$ cat config.mk
export PLATFORM = sky130hd
export DESIGN_NAME = packet_header_checksum_parser_unit
export DESIGN_NICKNAME = d
export VERILOG_FILES = /design/src/phcp_pkg.sv /design/src/packet_header_checksum_parser_unit.sv
export SDC_FILE = /design/constraint.sdc
export NUM_CORES = 1
export LEC_CHECK = 0
export ABC_AREA = 1
export BUFFER_PORTS_ARGS = -buffer_cell sky130_fd_sc_hd__buf_2
export CAP_MARGIN = 20
export CELL_PAD_IN_SITES_DETAIL_PLACEMENT = 0
export CELL_PAD_IN_SITES_GLOBAL_PLACEMENT = 1
export CORE_UTILIZATION = 44
export DETAILED_ROUTE_END_ITERATION = 7
export GPL_TIMING_DRIVEN = 0
export PLACE_DENSITY = 0.91
export SETUP_SLACK_MARGIN = 0.1
export SLEW_MARGIN = 30
export SYNTH_ARGS = -nofsm -noshare
export SYNTH_HDL_FRONTEND = slang
export SYNTH_SLANG_ARGS = --single-unit
$ cat constraint.sdc
create_clock -name clk -period 2.3 [get_ports clk]
set_input_delay 0.115 -clock clk [delete_from_list [all_inputs] [get_ports clk]]
set_output_delay 0.115 -clock clk [all_outputs]
set_load 0.005 [all_outputs]
$ cat src/phcp_pkg.sv
// Shared constants and result status codes for the packet header checksum parser.
// No dependencies.
package phcp_pkg;

  localparam int unsigned POS_W = 6;
  localparam int unsigned LEN_W = 5;
  localparam int unsigned CNT_W = 4;

  localparam logic [POS_W-1:0] POS_SAT   = 6'd36;
  localparam logic [POS_W-1:0] HDR_BYTES = 6'd4;

  localparam logic [POS_W-1:0] POS_SRC   = 6'd0;
  localparam logic [POS_W-1:0] POS_DST   = 6'd1;
  localparam logic [POS_W-1:0] POS_FLAGS = 6'd2;
  localparam logic [POS_W-1:0] POS_LEN   = 6'd3;

  localparam logic [7:0] BANG  = 8'h21;
  localparam logic [7:0] QUEST = 8'h3F;

  localparam logic [CNT_W-1:0] CNT_MAX = 4'd15;

  typedef logic [1:0] status_t;
  localparam status_t ST_OK        = 2'd0;
  localparam status_t ST_MISMATCH  = 2'd1;
  localparam status_t ST_TOO_SHORT = 2'd2;
  localparam status_t ST_BAD_LEN   = 2'd3;

endpackage

$ cat src/packet_header_checksum_parser_unit.sv
// Top level of the packet header checksum parser: byte-wide frame in, one result per frame.
// Depends on phcp_pkg.
//
// Path: an accepted byte goes into the input register; a final byte's result is then
//   registered and shown on out_valid (two register stages end to end).
// Throughput: one byte per cycle sustained; the only stall is a final byte waiting for
//   the result register to drain. Set by the single per-byte update of the frame state.
// Reset: rst (synchronous, active high) clears all valid bits and the frame state.
module packet_header_checksum_parser_unit
  import phcp_pkg::*;
(
  input  logic                 clk,
  input  logic                 rst,

  input  logic                 in_valid,
  output logic                 in_ready,
  input  logic [7:0]           data_byte,
  input  logic                 frame_end,

  output logic                 out_valid,
  input  logic                 out_ready,
  output status_t              status,
  output logic [7:0]           source_id,
  output logic [7:0]           dest_id,
  output logic                 syn_flag,
  output logic                 ack_flag,
  output logic                 urgent_flag,
  output logic [LEN_W-1:0]     payload_len,
  output logic [CNT_W-1:0]     pair_count,
  output logic [7:0]           computed_check,
  output logic [7:0]           received_check
);

  // Input register: one item of lookahead so the link never waits on the state update.
  logic       s1_valid;
  logic [7:0] s1_byte;
  logic       s1_last;

  // Frame state.
  logic [POS_W-1:0] pos;
  logic [7:0]       src;
  logic [7:0]       dst;
  logic [2:0]       flags;   // {urgent, ack, syn}
  logic [LEN_W-1:0] len;
  logic [7:0]       xacc;
  logic             bang;
  logic [CNT_W-1:0] pairs;

  logic [POS_W-1:0] pos_next;
  logic [7:0]       src_next;
  logic [7:0]       dst_next;
  logic [2:0]       flags_next;
  logic [LEN_W-1:0] len_next;
  logic [7:0]       xacc_next;
  logic             bang_next;
  logic [CNT_W-1:0] pairs_next;

  logic             adv;          // s1 item consumed this cycle
  logic [POS_W-1:0] payload_end;  // first position after the payload
  logic             in_payload;
  logic             too_short;
  logic             bad_len;

  // A final byte may only move on when the result register is free or being drained.
  assign adv      = s1_valid && (!s1_last || !out_valid || out_ready);
  assign in_ready = !s1_valid || adv;

  assign payload_end = HDR_BYTES + {1'b0, len};
  assign in_payload  = (pos >= HDR_BYTES) && !s1_last && (pos < payload_end);
  // Fewer than five bytes means the final byte sits at position 3 or lower.
  assign too_short   = (pos < HDR_BYTES);
  // No room left for the checksum byte after the payload.
  assign bad_len     = (pos < payload_end);

  always_comb begin
    src_next   = src;
    dst_next   = dst;
    flags_next = flags;
    len_next   = len;
    xacc_next  = xacc;
    bang_next  = bang;
    pairs_next = pairs;
    pos_next   = (pos < POS_SAT) ? pos + 6'd1 : pos;

    case (pos)
      POS_SRC:   src_next   = s1_byte;
      POS_DST:   dst_next   = s1_byte;
      POS_FLAGS: flags_next = {s1_byte[7], s1_byte[1], s1_byte[0]};
      POS_LEN:   len_next   = s1_byte[7:3];
      default: begin
        if (in_payload) begin
          xacc_next = xacc ^ s1_byte;
          if (bang && (s1_byte == QUEST) && (pairs < CNT_MAX)) begin
            pairs_next = pairs + 4'd1;
          end
          bang_next = (s1_byte == BANG);
        end
      end
    endcase

    // Final byte closes the frame: start clean for the next one.
    if (s1_last) begin
      pos_next   = '0;
      src_next   = '0;
      dst_next   = '0;
      flags_next = '0;
      len_next   = '0;
      xacc_next  = '0;
      bang_next  = 1'b0;
      pairs_next = '0;
    end
  end

  always_ff @(posedge clk) begin
    if (rst) begin
      s1_valid <= 1'b0;
    end else if (in_ready) begin
      s1_valid <= in_valid;
    end
    if (in_ready && in_valid) begin
      s1_byte <= data_byte;
      s1_last <= frame_end;
    end
  end

  always_ff @(posedge clk) begin
    if (rst) begin
      pos   <= '0;
      src   <= '0;
      dst   <= '0;
      flags <= '0;
      len   <= '0;
      xacc  <= '0;
      bang  <= 1'b0;
      pairs <= '0;
    end else if (adv) begin
      pos   <= pos_next;
      src   <= src_next;
      dst   <= dst_next;
      flags <= flags_next;
      len   <= len_next;
      xacc  <= xacc_next;
      bang  <= bang_next;
      pairs <= pairs_next;
    end
  end

  // Result register. Error results carry only the status code.
  always_ff @(posedge clk) begin
    if (rst) begin
      out_valid <= 1'b0;
    end else if (adv && s1_last) begin
      out_valid <= 1'b1;
    end else if (out_ready) begin
      out_valid <= 1'b0;
    end
    if (adv && s1_last) begin
      if (too_short || bad_len) begin
        status         <= too_short ? ST_TOO_SHORT : ST_BAD_LEN;
        source_id      <= '0;
        dest_id        <= '0;
        syn_flag       <= 1'b0;
        ack_flag       <= 1'b0;
        urgent_flag    <= 1'b0;
        payload_len    <= '0;
        pair_count     <= '0;
        computed_check <= '0;
        received_check <= '0;
      end else begin
        status         <= (xacc == s1_byte) ? ST_OK : ST_MISMATCH;
        source_id      <= src;
        dest_id        <= dst;
        syn_flag       <= flags[0];
        ack_flag       <= flags[1];
        urgent_flag    <= flags[2];
        payload_len    <= len;
        pair_count     <= pairs;
        computed_check <= xacc;
        received_check <= s1_byte;
      end
    end
  end

`ifndef SYNTH
  a_pos_sat : assert property (@(posedge clk) disable iff (rst) pos <= POS_SAT)
    else $error("byte position past saturation");

  a_frame_clear : assert property (@(posedge clk) disable iff (rst)
    adv && s1_last |=> pos == '0 && xacc == '0 && pairs == '0 && len == '0)
    else $error("frame state not cleared after final byte");

  a_ok_check : assert property (@(posedge clk) disable iff (rst)
    out_valid && status == ST_OK |-> computed_check == received_check)
    else $error("valid status with differing checksums");

  a_mismatch_check : assert property (@(posedge clk) disable iff (rst)
    out_valid && status == ST_MISMATCH |-> computed_check != received_check)
    else $error("mismatch status with equal checksums");

  a_err_zero : assert property (@(posedge clk) disable iff (rst)
    out_valid && (status == ST_TOO_SHORT || status == ST_BAD_LEN) |->
      source_id == '0 && dest_id == '0 && payload_len == '0 && computed_check == '0)
    else $error("error result carries nonzero fields");

  a_pairs_bound : assert property (@(posedge clk) disable iff (rst)
    {1'b0, pairs} <= len)
    else $error("pair count exceeds payload length");
`endif

endmodule

==> flow_metrics.py <==
metrics = {
    "cells_and_area": {
        "utilization_pct": 54.3,
        "area_growth_pct": 17.9,
        "finish.net_count": 563,
        "stdcell_area_um2": 5090,
        "final_cell_count_no_fill": 673,
        "final_layout_size_suffix_gt1_share_pct": 19.9,
        "antennaDiodeCount": 0,
    },
    "synthesis": {
        "synth_area_per_cell_um2": 9.46,
        "synthesis.instances": 456,
        "synthesis.nets": 480,
        "synth.distinct_cells": 32,
        "netlist_top_cells_area": "edfxtp_1, dfxtp_1, nand2_1, nor2_1, inv_1",
        "yosys_register_bits": 100,
        "yosysSeqAreaShare_pct": 59.1,
        "synth_largest_type_area_fraction_pct": 38.3,
        "ys_warn_count": 0,
        "synth_top_cell_by_area": "edfxtp_1",
        "synthesis.area_um2": 4320,
    },
    "run_status": {
        "status": "completed",
    },
    "worst_setup_path": {
        "critPathMaxStageDelay_ns": 0.37,
        "regToRegStartpoint": "len[2]",
        "critical_path_arrival_ns": 2.18,
        "crit_reg_reg_endpoint": "received_check[5]",
        "critical_path.n_buffers_inverters": 2,
        "cp_top_family": "adder cells",
        "critPathSlowestCell": "dfxtp_1",
        "r2r_cells": 10,
        "path_cells": "ha_1, xnor2_1, ha_1, nand2_1, inv_1, a21oi_4, nand2_2, nand2_4, buf_6, nor2_1",
        "critPathCaptureType": "flip-flop",
        "required_ns": 2.41,
        "timing.setup.critical_path_class": "reg -> reg",
        "critPathMostFrequentCell": "ha_1",
        "worst-path-max-fanout": 10,
        "ff2ff_setup_slack_ns": 0.23,
        "critPathLaunchType": "flip-flop",
    },
    "die": {
        "fp.dieW_um": 101,
        "io_pins": 61,
        "rows": 35,
        "core_um2": 9370,
        "die-area_um2": 10200,
        "die_h_um": 101,
        "initial_core_util_pct": 46.0,
    },
    "min_path": {
        "hold_crit_class": "in -> reg",
        "holdCritStartpoint": "in_valid",
        "hold_depth": 3,
        "holdPathEnd": "s1_valid",
    },
    "grt": {
        "grt_antenna_before_repair": 0,
        "grt_remaining_overflow": 0,
        "globalRouteTotalUtil_pct": 18.7,
        "wire_length_of_the_first_global_routing_pass_mm": 14.3,
        "first_global_vias": 3014,
        "grt_start_max_net_pins": 50,
    },
    "sta": {
        "final.setup.tns_ns": 0,
        "timing.hold.ws_ns": 0.0296,
        "tightest_slew_ns": 0.645,
        "rsz0062_at_grt": "false",
        "min_period_over_period_pct": 89.9,
        "layout_min_cycle_time_ns": 2.07,
        "final_critical_path_setup_slack_ns": 0.232,
        "final_max_slew_viol_count": 0,
        "setup_violations": 0,
        "maximum_frequency_from_static_timing_analysis_mhz": 484,
        "maxSlewHeadroom_pct": 57.0,
        "finalHoldViolations": 0,
        "fin_skew_ns": 0.0114,
    },
    "placed_design": {
        "place_area_um2": 4780,
        "routabilityCongestion": 0.877,
        "io_buffer_count": 60,
        "pre_cts_ws_ns": 0.0581,
        "half_perimeter_wire_length_after_placement_mm": 6.17,
        "place.detailed.instances": 645,
    },
    "detailed_routing": {
        "routed_wire_length_per_instance_um": 13.1,
        "via_count": 3172,
        "dr.pass1.iters": 4,
        "wl_mm": 8.79,
        "drt-initial-drc-count": 138,
        "postRouteAntennaNets": 0,
        "drc": 0,
        "vias_per_cell": 4.71,
    },
    "clock_tree": {
        "max-clock-path-buffers": 2,
        "clkSlewWorstSetupHoldPaths_ns": 0.09,
        "clockRootBuffer": "clkbuf_8",
        "clkSinkCount": 100,
        "tritoncts_buffers": 9,
        "htreeDepth": 3,
        "cts_tree": "built",
        "clk-insertion-delay-late_ns": 0.36,
    },
    "power": {
        "p_leak_nw": 1.90,
        "report.power.total_mw": 3.17,
        "peakVddDrop_mv": 0.334,
        "pwr_density_cell_nw_per_um2": 624,
    },
    "job": {
        "cap_viol_max_count": 0,
    },
}
-- cell usage after synthesis --
library cell and n:
nand2_1 97, nor2_1 67, inv_1 65, edfxtp_1 55
dfxtp_1 45, a21oi_1 42, nand3_1 12, ha_1 11
nor2_4 6, xnor2_1 6, clkbuf_1 5, xor2_1 5
buf_2 4, nor3_1 4, inv_2 3, nand2_2 3
nand4_1 3, o21ai_0 3, a211oi_1 2, buf_6 2
inv_4 2, nand2_4 2, nand3_4 2, o21ai_1 2
a21oi_4 1, nand2_8 1, nor2_2 1, nor3_2 1
nor3b_1 1, nor4_1 1, o21ai_2 1, o21ai_4 1
-- report_power, final --
part	total, mW	switching (mW)	internal (mW)
Combinational	0.225	0.145	0.0793
Clock	0.998	0.575	0.423
Sequential	1.95	0.0282	1.92
-- metal layers --
layer  GRT usage (%)  vias to the layer above  routed length, µm
met1            24.9                     1442               4130
met4            7.36                        0                126
met3            4.51                       10                500
met5               0                        -                  0
met2            29.6                      104               4030
li1                -                     1616                  -
-- timing repair --
| action | in CTS | in global routing |
|---|---|---|
| setup buffers | 0 | 3 |
| resized for setup | 3 | 7 |
| setup endpoints to repair | 21 | 39 |
| gates cloned | 0 | 0 |
| hold endpoints to repair | 9 | 0 |
| hold buffers | 9 | 0 |
| pin swaps | 0 | 1 |
-- flip-flops by register name, summed over array words and instances, names as in the netlist, 8 cells and up --
signal,cells
computed_check,8
s1_byte,8
dest_id,8
source_id,8
dst,8
received_check,8
src,8
xacc,8
-- cell type report --
| type | count | area (µm²) |
|---|---|---|
| plain buffers | 11 | 82.6 |
| clock buffers | 12 | 145 |
| clock inverters | 4 | 23.8 |
| fillers | 854 | 4280 |
| inverters | 70 | 268 |
| multi-input cells | 275 | 1440 |
| flip-flops and latches | 100 | 2550 |
| well taps | 129 | 161 |
| repair buffers | 72 | 413 |
-- cell families after synthesis --
| family | share of synthesized area, % |
|---|---|
| and+or+nand+nor | 21.0 |
| DFF | 59.1 |
| buffers and inverters | 7.63 |
| AOI/OAI and AO/OA | 6.76 |
| xor gates and xnor gates | 2.23 |
| adders and majority gates | 3.19 |
-- worst register-to-register path, cell delays in order (launching register included) --
cell     delay, ns
dfxtp_1       0.37
ha_1          0.23
xnor2_1       0.13
ha_1          0.27
nand2_1       0.07
inv_1         0.07
a21oi_4       0.20
nand2_2       0.11
nand2_4       0.14
buf_6         0.17
nor2_1        0.07
-- placed cells by master (no fill, tap or decap), drive strengths merged --
master,netlist,routed
clkbuf,5,17
nand4,3,3
nor2,74,74
a21oi,43,43
nand3,14,14
clkinv,0,3
nor3,5,5
dlygate4sd3,0,9
inv,70,71
edfxtp,55,55
buf,6,69
xnor2,6,6
dfxtp,45,45
o21ai,7,7
nor3b,1,1
a211oi,2,2
nor4,1,1
ha,11,11
nand2,103,103
xor2,5,5
-- how the worst max path moves through the flow --
stage | from | end | slack (ns) | cells after the start
2_1_floorplan | len[2] | ack_flag | 0.39 | 10
3_3_place_gp | len[2] | pair_count[0] | 0.08 | 10
3_5_place_dp | len[2] | pair_count[0] | 0.06 | 10
4_1_cts | len[2] | source_id[3] | 0.1 | 10
5_1_grt | len[2] | source_id[3] | 0.11 | 10
6_report | len[2] | received_check[5] | 0.23 | 10
No activity file was read; power rests on OpenSTA's default activity.
